$ cat config.mk
export PLATFORM = sky130hd
export DESIGN_NAME = programmable_transition_table_fsm
export DESIGN_NICKNAME = d
export VERILOG_FILES = /design/src/hdl/ptt_pkg.sv /design/src/hdl/programmable_transition_table_fsm.sv /design/src/hdl/ptt_ram.sv /design/src/hdl/ptt_dp.sv /design/src/hdl/ptt_ctrl.sv
export VERILOG_INCLUDE_DIRS = /design/src /design/src/hdl
export SDC_FILE = /design/constraint.sdc
export NUM_CORES = 1
export LEC_CHECK = 0
export BUFFER_PORTS_ARGS = -buffer_cell sky130_fd_sc_hd__buf_2
export CORE_UTILIZATION = 50
export DETAILED_ROUTE_END_ITERATION = 8
export GPL_TIMING_DRIVEN = 0
export PLACE_DENSITY = 0.74
export REMOVE_ABC_BUFFERS = 1
export SLEW_MARGIN = 20
export SYNTH_ARGS = -nofsm -noshare
export SYNTH_HDL_FRONTEND = slang
export SYNTH_HIERARCHICAL = 1
export SYNTH_SLANG_ARGS = --single-unit
$ cat constraint.sdc
create_clock -name i_clk -period 5.61 [get_ports i_clk]
set_input_delay 0.2805 -clock i_clk [delete_from_list [all_inputs] [get_ports i_clk]]
set_output_delay 0.2805 -clock i_clk [all_outputs]
set_load 0.03 [all_outputs]
$ cat src/hdl/programmable_transition_table_fsm_defines.svh
// assertion macros shared by the transition table state machine rtl
// expects i_clk and i_rst_n in the scope where a macro is used
`ifndef PROGRAMMABLE_TRANSITION_TABLE_FSM_DEFINES_SVH
`define PROGRAMMABLE_TRANSITION_TABLE_FSM_DEFINES_SVH

`ifndef SYNTHESIS

// same-cycle implication
`define PTT_ASSERT_IMP(lbl, ante, cons) \
    lbl: assert property (@(posedge i_clk) disable iff (!i_rst_n) (ante) |-> (cons)) \
        else $error("ptt check failed");

// next-cycle implication
`define PTT_ASSERT_NXT(lbl, ante, cons) \
    lbl: assert property (@(posedge i_clk) disable iff (!i_rst_n) (ante) |=> (cons)) \
        else $error("ptt check failed");

`else

`define PTT_ASSERT_IMP(lbl, ante, cons)
`define PTT_ASSERT_NXT(lbl, ante, cons)

`endif

`endif

$ cat src/hdl/ptt_pkg.sv
// types and constants of the transition table state machine
// used by ptt_ctrl, ptt_dp and the top level; no dependencies
package ptt_pkg;

    localparam int unsigned EVENT_W  = 16;
    localparam int unsigned FSTATE_W = 8;
    localparam int unsigned STATUS_W = 2;

    // result status codes
    localparam logic [STATUS_W-1:0] STS_TAKEN   = 2'd0;
    localparam logic [STATUS_W-1:0] STS_IGNORED = 2'd1;
    localparam logic [STATUS_W-1:0] STS_ADDED   = 2'd2;
    localparam logic [STATUS_W-1:0] STS_FULL    = 2'd3;

    // commands from controller to datapath
    typedef struct packed {
        logic latch;     // capture item, restart scan
        logic scan_run;  // one scan step
        logic write;     // append entry if room
        logic finish;    // load result register
    } t_cmd;

    // status from datapath to controller
    typedef struct packed {
        logic empty;
        logic ord_hit;
        logic scan_end;
    } t_sts;

endpackage

$ cat src/hdl/programmable_transition_table_fsm.sv
// Programmable table-driven state machine. Add items append transition entries
// (source state or catch-all, event code, target state) to a table of TABLE_DEPTH
// entries held in a single-port-read ram; event items scan the table once, in
// order, taking the first ordinary entry that matches the current state and event,
// or else the first catch-all entry for that event. Each item gives one result.
// An add item passes through ST_ADD, which writes the entry if there is room, and
// then ST_FIN. An event item reads the table one entry per cycle through the ram
// read port, which has a registered read; the scan stops early on an ordinary
// match, and an event on an empty table skips the scan. ST_FIN loads the result
// register only once the output is free, so a waiting result holds the item back.
// The table needs no clearing after reset. A finished result is held in an output
// register until taken, and a new item is accepted while it waits.
// depends on ptt_pkg, ptt_ctrl and ptt_dp
module programmable_transition_table_fsm #(
    parameter int unsigned TABLE_DEPTH = 16,
    parameter int unsigned STATE_BITS  = 8
) (
    input  logic        i_clk,
    input  logic        i_rst_n,
    input  logic        i_s_tvalid,
    output logic        o_s_tready,
    // [7:0] from_state, [8] from_any, [24:9] event_code, [32:25] to_state, [39:33] zero
    input  logic [39:0] i_s_tdata,
    // [0] action
    input  logic [0:0]  i_s_tuser,
    output logic        o_m_tvalid,
    input  logic        i_m_tready,
    // [7:0] current_state, [8] used_catch_all, [15:9] zero
    output logic [15:0] o_m_tdata,
    // [1:0] status
    output logic [1:0]  o_m_tuser
);

    import ptt_pkg::*;

    t_cmd                cmd;
    t_sts                sts;
    logic [STATUS_W-1:0] status;
    logic [FSTATE_W-1:0] current_state;
    logic                used_catch_all;

    ptt_ctrl u_ctrl (
        .i_clk      (i_clk),
        .i_rst_n    (i_rst_n),
        .i_s_tvalid (i_s_tvalid),
        .o_s_tready (o_s_tready),
        .i_action   (i_s_tuser[0]),
        .o_m_tvalid (o_m_tvalid),
        .i_m_tready (i_m_tready),
        .o_cmd      (cmd),
        .i_sts      (sts)
    );

    ptt_dp #(
        .TABLE_DEPTH (TABLE_DEPTH),
        .STATE_BITS  (STATE_BITS)
    ) u_dp (
        .i_clk            (i_clk),
        .i_rst_n          (i_rst_n),
        .i_cmd            (cmd),
        .o_sts            (sts),
        .i_action         (i_s_tuser[0]),
        .i_from_state     (i_s_tdata[7:0]),
        .i_from_any       (i_s_tdata[8]),
        .i_event_code     ($signed(i_s_tdata[24:9])),
        .i_to_state       (i_s_tdata[32:25]),
        .o_status         (status),
        .o_current_state  (current_state),
        .o_used_catch_all (used_catch_all)
    );

    assign o_m_tdata = {7'b0, used_catch_all, current_state};
    assign o_m_tuser = status;

endmodule

$ cat src/hdl/ptt_ram.sv
// generic single write port, single read port ram with registered read
// no dependencies
module ptt_ram #(
    parameter int unsigned WIDTH = 8,
    parameter int unsigned DEPTH = 16
) (
    input  logic                                     i_clk,
    input  logic                                     i_we,
    input  logic [$clog2(DEPTH > 1 ? DEPTH : 2)-1:0] i_waddr,
    input  logic [WIDTH-1:0]                         i_wdata,
    input  logic [$clog2(DEPTH > 1 ? DEPTH : 2)-1:0] i_raddr,
    output logic [WIDTH-1:0]                         o_rdata
);

    logic [WIDTH-1:0] r_mem [DEPTH];
    logic [WIDTH-1:0] r_rdata;

    always_ff @(posedge i_clk) begin
        if (i_we) begin
            r_mem[i_waddr] <= i_wdata;
        end
        r_rdata <= r_mem[i_raddr];
    end

    assign o_rdata = r_rdata;

endmodule

$ cat src/hdl/ptt_dp.sv
// datapath: transition table ram, entry count, present state, scan and result registers
// depends on ptt_pkg, ptt_ram and the assertion macro header
`include "programmable_transition_table_fsm_defines.svh"

module ptt_dp #(
    parameter int unsigned TABLE_DEPTH = 16,
    parameter int unsigned STATE_BITS  = 8
) (
    input  logic                               i_clk,
    input  logic                               i_rst_n,
    input  ptt_pkg::t_cmd                      i_cmd,
    output ptt_pkg::t_sts                      o_sts,
    input  logic                               i_action,
    input  logic [ptt_pkg::FSTATE_W-1:0]       i_from_state,
    input  logic                               i_from_any,
    input  logic signed [ptt_pkg::EVENT_W-1:0] i_event_code,
    input  logic [ptt_pkg::FSTATE_W-1:0]       i_to_state,
    output logic [ptt_pkg::STATUS_W-1:0]       o_status,
    output logic [ptt_pkg::FSTATE_W-1:0]       o_current_state,
    output logic                               o_used_catch_all
);

    import ptt_pkg::*;

    localparam int unsigned CNT_W  = $clog2(TABLE_DEPTH + 1);
    localparam int unsigned ADDR_W = $clog2(TABLE_DEPTH > 1 ? TABLE_DEPTH : 2);
    localparam int unsigned ENT_W  = 2 * STATE_BITS + 1 + EVENT_W;
    localparam int unsigned EV_LO  = STATE_BITS + 1;
    localparam int unsigned TGT_LO = STATE_BITS + 1 + EVENT_W;

    logic [CNT_W-1:0]      r_count;
    logic [STATE_BITS-1:0] r_state;
    logic [CNT_W-1:0]      r_addr;
    logic                  r_dvalid;
    logic                  r_dlast;
    logic                  r_hit;
    logic [STATE_BITS-1:0] r_hit_tgt;
    logic                  r_ca_found;
    logic [STATE_BITS-1:0] r_ca_tgt;
    logic                  r_add_ok;

    logic                  r_action;
    logic [STATE_BITS-1:0] r_src;
    logic                  r_any;
    logic [EVENT_W-1:0]    r_ev;
    logic [STATE_BITS-1:0] r_tgt;

    logic [STATUS_W-1:0]   r_out_status;
    logic [FSTATE_W-1:0]   r_out_state;
    logic                  r_out_ca;

    logic [ENT_W-1:0]      rd_data;
    logic [STATE_BITS-1:0] d_src;
    logic                  d_any;
    logic [EVENT_W-1:0]    d_ev;
    logic [STATE_BITS-1:0] d_tgt;
    logic                  match_ord;
    logic                  match_ca;
    logic                  issue;
    logic                  room;
    logic                  we;

    logic [STATUS_W-1:0]   n_status;
    logic [STATE_BITS-1:0] n_state;
    logic                  n_ca;

    assign issue = r_addr < r_count;
    assign room  = r_count < CNT_W'(TABLE_DEPTH);
    assign we    = i_cmd.write && room;

    ptt_ram #(
        .WIDTH (ENT_W),
        .DEPTH (TABLE_DEPTH)
    ) u_table (
        .i_clk   (i_clk),
        .i_we    (we),
        .i_waddr (r_count[ADDR_W-1:0]),
        .i_wdata ({r_tgt, r_ev, r_any, r_src}),
        .i_raddr (r_addr[ADDR_W-1:0]),
        .o_rdata (rd_data)
    );

    assign d_src = rd_data[STATE_BITS-1:0];
    assign d_any = rd_data[STATE_BITS];
    assign d_ev  = rd_data[EV_LO+EVENT_W-1:EV_LO];
    assign d_tgt = rd_data[ENT_W-1:TGT_LO];

    assign match_ord = !d_any && (d_src == r_state) && (d_ev == r_ev);
    assign match_ca  = d_any && (d_ev == r_ev);

    assign o_sts.empty    = (r_count == '0);
    assign o_sts.ord_hit  = r_dvalid && match_ord;
    assign o_sts.scan_end = r_dvalid && r_dlast;

    // add item: added or full; event: ordinary hit wins, else first catch-all seen in the scan, else ignored
    always_comb begin
        n_state = r_state;
        n_ca    = 1'b0;
        if (!r_action) begin
            n_status = r_add_ok ? STS_ADDED : STS_FULL;
        end else if (r_hit) begin
            n_status = STS_TAKEN;
            n_state  = r_hit_tgt;
        end else if (r_ca_found) begin
            n_status = STS_TAKEN;
            n_state  = r_ca_tgt;
            n_ca     = 1'b1;
        end else begin
            n_status = STS_IGNORED;
        end
    end

    always_ff @(posedge i_clk) begin
        if (!i_rst_n) begin
            r_count    <= '0;
            r_state    <= '0;
            r_addr     <= '0;
            r_dvalid   <= 1'b0;
            r_hit      <= 1'b0;
            r_ca_found <= 1'b0;
        end else begin
            if (i_cmd.latch) begin
                r_addr     <= '0;
                r_dvalid   <= 1'b0;
                r_hit      <= 1'b0;
                r_ca_found <= 1'b0;
            end
            if (i_cmd.scan_run) begin
                r_dvalid <= issue;
                if (issue) begin
                    r_addr <= r_addr + CNT_W'(1);
                end
                if (r_dvalid && match_ord) begin
                    r_hit <= 1'b1;
                end
                if (r_dvalid && match_ca && !r_ca_found) begin
                    r_ca_found <= 1'b1;
                end
            end
            if (we) begin
                r_count <= r_count + CNT_W'(1);
            end
            if (i_cmd.finish) begin
                r_state <= n_state;
            end
        end
    end

    always_ff @(posedge i_clk) begin
        if (i_cmd.latch) begin
            r_action <= i_action;
            r_src    <= STATE_BITS'(i_from_state);
            r_any    <= i_from_any;
            r_ev     <= i_event_code;
            r_tgt    <= STATE_BITS'(i_to_state);
        end
        if (i_cmd.scan_run) begin
            r_dlast <= (r_addr == r_count - CNT_W'(1));
            if (r_dvalid && match_ord) begin
                r_hit_tgt <= d_tgt;
            end
            if (r_dvalid && match_ca && !r_ca_found) begin
                r_ca_tgt <= d_tgt;
            end
        end
        if (i_cmd.write) begin
            r_add_ok <= room;
        end
        if (i_cmd.finish) begin
            r_out_status <= n_status;
            r_out_state  <= FSTATE_W'(16'(n_state));
            r_out_ca     <= n_ca;
        end
    end

    assign o_status         = r_out_status;
    assign o_current_state  = r_out_state;
    assign o_used_catch_all = r_out_ca;

    `PTT_ASSERT_IMP(a_count_bound, 1'b1, r_count <= CNT_W'(TABLE_DEPTH))
    `PTT_ASSERT_IMP(a_addr_bound, 1'b1, r_addr <= r_count)
    `PTT_ASSERT_IMP(a_scan_nonempty, i_cmd.scan_run, r_count != '0)
    `PTT_ASSERT_IMP(a_hit_on_event, i_cmd.finish && r_hit, r_action)

endmodule

$ cat src/hdl/ptt_ctrl.sv
// controller: sequences accept, table append, table scan and result hand-off
// depends on ptt_pkg and the assertion macro header
`include "programmable_transition_table_fsm_defines.svh"

module ptt_ctrl (
    input  logic          i_clk,
    input  logic          i_rst_n,
    input  logic          i_s_tvalid,
    output logic          o_s_tready,
    input  logic          i_action,
    output logic          o_m_tvalid,
    input  logic          i_m_tready,
    output ptt_pkg::t_cmd o_cmd,
    input  ptt_pkg::t_sts i_sts
);

    import ptt_pkg::*;

    localparam logic [1:0] ST_IDLE = 2'd0;
    localparam logic [1:0] ST_ADD  = 2'd1;
    localparam logic [1:0] ST_SCAN = 2'd2;
    localparam logic [1:0] ST_FIN  = 2'd3;

    logic [1:0] r_st;
    logic [1:0] n_st;
    logic       r_out_valid;
    logic       accept;
    logic       out_free;

    assign o_s_tready = (r_st == ST_IDLE);
    assign accept     = i_s_tvalid && o_s_tready;
    assign out_free   = !r_out_valid || i_m_tready;

    always_comb begin
        o_cmd = '0;
        n_st  = r_st;
        case (r_st)
            ST_IDLE: begin
                if (accept) begin
                    o_cmd.latch = 1'b1;
                    if (!i_action) begin
                        n_st = ST_ADD;
                    end else if (i_sts.empty) begin
                        n_st = ST_FIN;
                    end else begin
                        n_st = ST_SCAN;
                    end
                end
            end
            ST_ADD: begin
                o_cmd.write = 1'b1;
                n_st        = ST_FIN;
            end
            ST_SCAN: begin
                o_cmd.scan_run = 1'b1;
                if (i_sts.ord_hit || i_sts.scan_end) begin
                    n_st = ST_FIN;
                end
            end
            ST_FIN: begin
                // hold until the result register can take the item
                if (out_free) begin
                    o_cmd.finish = 1'b1;
                    n_st         = ST_IDLE;
                end
            end
            default: begin
                n_st = ST_IDLE;
            end
        endcase
    end

    always_ff @(posedge i_clk) begin
        if (!i_rst_n) begin
            r_st        <= ST_IDLE;
            r_out_valid <= 1'b0;
        end else begin
            r_st <= n_st;
            if (o_cmd.finish) begin
                r_out_valid <= 1'b1;
            end else if (i_m_tready) begin
                r_out_valid <= 1'b0;
            end
        end
    end

    assign o_m_tvalid = r_out_valid;

    `PTT_ASSERT_NXT(a_fin_gives_result, r_st == ST_FIN && out_free, r_out_valid)
    `PTT_ASSERT_IMP(a_scan_only_nonempty, r_st == ST_SCAN, !i_sts.empty)
    `PTT_ASSERT_NXT(a_add_then_fin, r_st == ST_ADD, r_st == ST_FIN)

endmodule

==> insert_results.sql <==
INSERT INTO impl_metrics (metric_group, metric, value, unit) VALUES
('yosys', 'synth.cell_area', '24400', 'µm²'),
('place', 'post_placement_cell_area', '26000', 'µm²'),
('yosys', 'mean_instance_size_in_the_synthesized_netlist', '21.1', 'µm²'),
('power_and_ir_drop', 'share_clk_of_total_power', '35.3', '%'),
('sta', 'finalCriticalPeriod', '3710', 'ps'),
('route', 'drt_drc_violations_left', '0', ''),
('worst_setup_path', 'worstSetupStartpointType', 'flop', ''),
('final_layout', 'final.fill_count', '3243', ''),
('sta', 'final-max-slew-violation-count', '0', ''),
('route', 'wl_per_cell', '25.1', 'µm'),
('sta', 'final_critical_path_setup_slack', '1900', 'ps'),
('hold_path', 'holdPathStages', '4', ''),
('power_and_ir_drop', 'power.sequential.fraction', '54.8', '%'),
('power_and_ir_drop', 'p_int', '8.62', 'mW'),
('final_layout', 'layout.nets', '1353', ''),
('die', 'num_rows', '80', ''),
('clocking', 'clock_insertion_delay_worst_skew', '630', 'ps'),
('hold_path', 'hold_removal_path_class', 'in2reg', ''),
('yosys', 'synth.yosys.seq_area_share', '77.5', '%'),
('outcome', 'run_status', 'finished, final reports clean', ''),
('route', 'route.vias.total', '11700', ''),
('job', 'cap_violations', '0', ''),
('sta', 'achievable-frequency', '270', 'MHz'),
('die', 'design.portCount', '65', ''),
('sta', 'total_negative_slack_for_setup_checks', '0', 'ps'),
('sta', 'fin_skew', '22.4', 'ps'),
('sta', 'final-setup-viol-count', '0', ''),
('worst_setup_path', 'setup.worst_path.end_class', 'flop', ''),
('grt', 'first_global_vias', '11800', ''),
('power_and_ir_drop', 'cellLeakagePower', '8.96', 'nW'),
('grt', 'antenna_found_initial', '1', ''),
('sta', 'rsz0062_at_grt', 'no', ''),
('final_layout', 'register_area', '18900', 'µm²'),
('yosys', 'number_of_distinct_library_cell_variants_in_the_gate_level_netlist_after_synthesis', '51', ''),
('power_and_ir_drop', 'irDropWorstVdd', '0.285', 'mV'),
('power_and_ir_drop', 'p_comb_share', '10.0', '%'),
('final_layout', 'final_cell_area', '28400', 'µm²'),
('worst_setup_path', 'critical_path.startpoint', 'u_ctrl/r_st[1]', ''),
('final_layout', 'final-instance-count-excl-fill', '1961', ''),
('yosys', 'synth-main-ff-cell', 'sky130_fd_sc_hd__edfxtp_1', ''),
('die', 'start_util', '50.8', '%'),
('route', 'detail_route.wirelength', '49200', 'µm'),
('worst_setup_path', 'critical_path_arrival', '4040', 'ps'),
('route', 'detail_route.first_pass.iterations', '6', ''),
('clocking', 'cts_inserted_buffers', '60', ''),
('yosys', 'postSynthCellCount', '1152', ''),
('die', 'floorplan.die.width', '223', 'µm'),
('clocking', 'cts_hold_buf', '36', ''),
('yosys', 'ys_async_sr_fraction', '0', '%'),
('route', 'detail_route.iter0.violations', '1202', ''),
('power_and_ir_drop', 'p_total', '11.2', 'mW'),
('clocking', 'clock_tree.root_cell', 'sky130_fd_sc_hd__clkbuf_16', ''),
('sta', 'final_min_period_over_clock_period', '66.1', '%'),
('die', 'die_y', '223', 'µm'),
('worst_setup_path', 'critical_path.reg2reg.startpoint', 'u_ctrl/r_st[1]', ''),
('worst_setup_path', 'regToRegEndpoint', 'u_dp/u_table/r_mem[12][9]', ''),
('worst_setup_path', 'worst-path-max-fanout', '9', ''),
('place', 'detailed_place_hpwl', '29300', 'µm'),
('die', 'core', '47900', 'µm²'),
('place', 'port_buffers', '50', ''),
('clocking', 'cts-resized-gates', '0', ''),
('worst_setup_path', 'crit_required', '5940', 'ps'),
('place', 'gpl_wtd_cong', '0.765', ''),
('grt', 'gr-usage-all-layers', '20.3', '%'),
('final_layout', 'num_antenna_cells', '0', ''),
('place', 'placed_cells', '1812', ''),
('power_and_ir_drop', 'switchingPower', '2.63', 'mW'),
('final_layout', 'layout-area-overhead-vs-synth', '16.4', '%'),
('worst_setup_path', 'worstSetupPathType', 'reg2reg', ''),
('final_layout', 'multi_input_comb_area', '5180', 'µm²'),
('die', 'die-area', '49600', 'µm²');
-- layer usage --
metal | share of wire (%) | wire, µm | track usage (%) | up-vias
met5 | 0.018 | 9 | 0 | -
met4 | 3.0 | 1460 | 7.12 | 2
met3 | 7.3 | 3590 | 3.74 | 106
met2 | 48 | 23800 | 32.5 | 494
met1 | 41 | 20400 | 28.2 | 6088
li1 | - | - | - | 5011
-- power groups by stage --
stage / Sequential [mW] / Combinational, mW / Clock (mW)
2_1_floorplan: 6.21 / 0.704 / 0
3_3_place_gp: 6.31 / 0.975 / 0
3_5_place_dp: 6.26 / 1.10 / 0
5_1_grt: 6.21 / 1.21 / 4.21
6_report: 6.16 / 1.12 / 3.97
4_1_cts: 6.16 / 1.13 / 4.03
-- flip-flops by register name (all words and copies together) (netlist names), 8 cells and up --
signal and count:
u_dp/o_current_state 8, u_dp/r_ca_tgt 8, u_dp/r_ev 16, u_dp/r_hit_tgt 8, u_dp/r_src 8, u_dp/r_state 8
u_dp/r_tgt 8, u_dp/u_table/o_rdata 33, u_dp/u_table/r_mem 528
-- worst max-delay path, stage by stage, from the launching register on --
cell	delay, ps
sky130_fd_sc_hd__dfxtp_1	340
sky130_fd_sc_hd__inv_1	110
sky130_fd_sc_hd__ha_1	210
sky130_fd_sc_hd__nor2b_1	640
sky130_fd_sc_hd__nand3_1	500
sky130_fd_sc_hd__nor3_2	760
sky130_fd_sc_hd__buf_4	310
sky130_fd_sc_hd__buf_6	160
sky130_fd_sc_hd__buf_4	200
sky130_fd_sc_hd__buf_4	190
-- Yosys cell counts (6+ instances only) --
master                     number  area (µm²)
sky130_fd_sc_hd__a22oi_1       74         556
sky130_fd_sc_hd__buf_12         6         120
sky130_fd_sc_hd__buf_2         15        75.1
sky130_fd_sc_hd__buf_4          8        60.1
sky130_fd_sc_hd__clkbuf_1      23        86.3
sky130_fd_sc_hd__dfxtp_1       57        1140
sky130_fd_sc_hd__edfxtp_1     591       17700
sky130_fd_sc_hd__ha_1          13         163
sky130_fd_sc_hd__inv_1          9        33.8
sky130_fd_sc_hd__mux2i_1       11         110
sky130_fd_sc_hd__mux4_1        19         499
sky130_fd_sc_hd__mux4_2       113        2540
sky130_fd_sc_hd__nand2_1       55         206
sky130_fd_sc_hd__nand3_1        6        30.0
sky130_fd_sc_hd__nand3b_1       6        45.0
sky130_fd_sc_hd__nand4_1        7        43.8
sky130_fd_sc_hd__nor2_1        36         135
sky130_fd_sc_hd__nor2b_1        7        43.8
sky130_fd_sc_hd__nor3_1         6        30.0
sky130_fd_sc_hd__o21ai_0        8        40.0
sky130_fd_sc_hd__xnor2_1       27         236
-- how the worst min path moves through the flow --
stage / to / slack, ps / startpoint
2_1_floorplan: u_dp/r_action / 380 / i_s_tuser
6_report: u_ctrl/r_st[1] / 160 / i_s_tvalid
3_3_place_gp: u_dp/r_ca_tgt[3] / 410 / u_dp/u_table/o_rdata[28]
5_1_grt: u_ctrl/r_st[1] / 180 / i_s_tvalid
3_5_place_dp: u_dp/r_ca_tgt[3] / 420 / u_dp/u_table/o_rdata[28]
4_1_cts: u_ctrl/r_st[1] / 130 / i_s_tvalid
-- final cells by class --
cell class,count,share of cell area (%)
Tap cell,615,2.71
Inverter,10,0.132
Timing Repair Buffer,136,5.32
Clock inverter,29,0.883
Clock buffer,84,6.04
Multi-Input combinational cell,439,18.3
Sequential cell,648,66.6
-- kinds of logic after synthesis --
kind of cell               after synthesis  synth area share (%)
DFF                                    648                  77.5
muxes                                  144                  13.0
and+or+nand+nor                        142                  2.77
AOI/OAI and AO/OA                      101                  2.99
buffers and inverters                   71                  1.88
xor gates and xnor gates                32                  1.15
adders and majority gates               13                 0.668
other                                    1                0.0154
(Power assumes the default switching activity.)
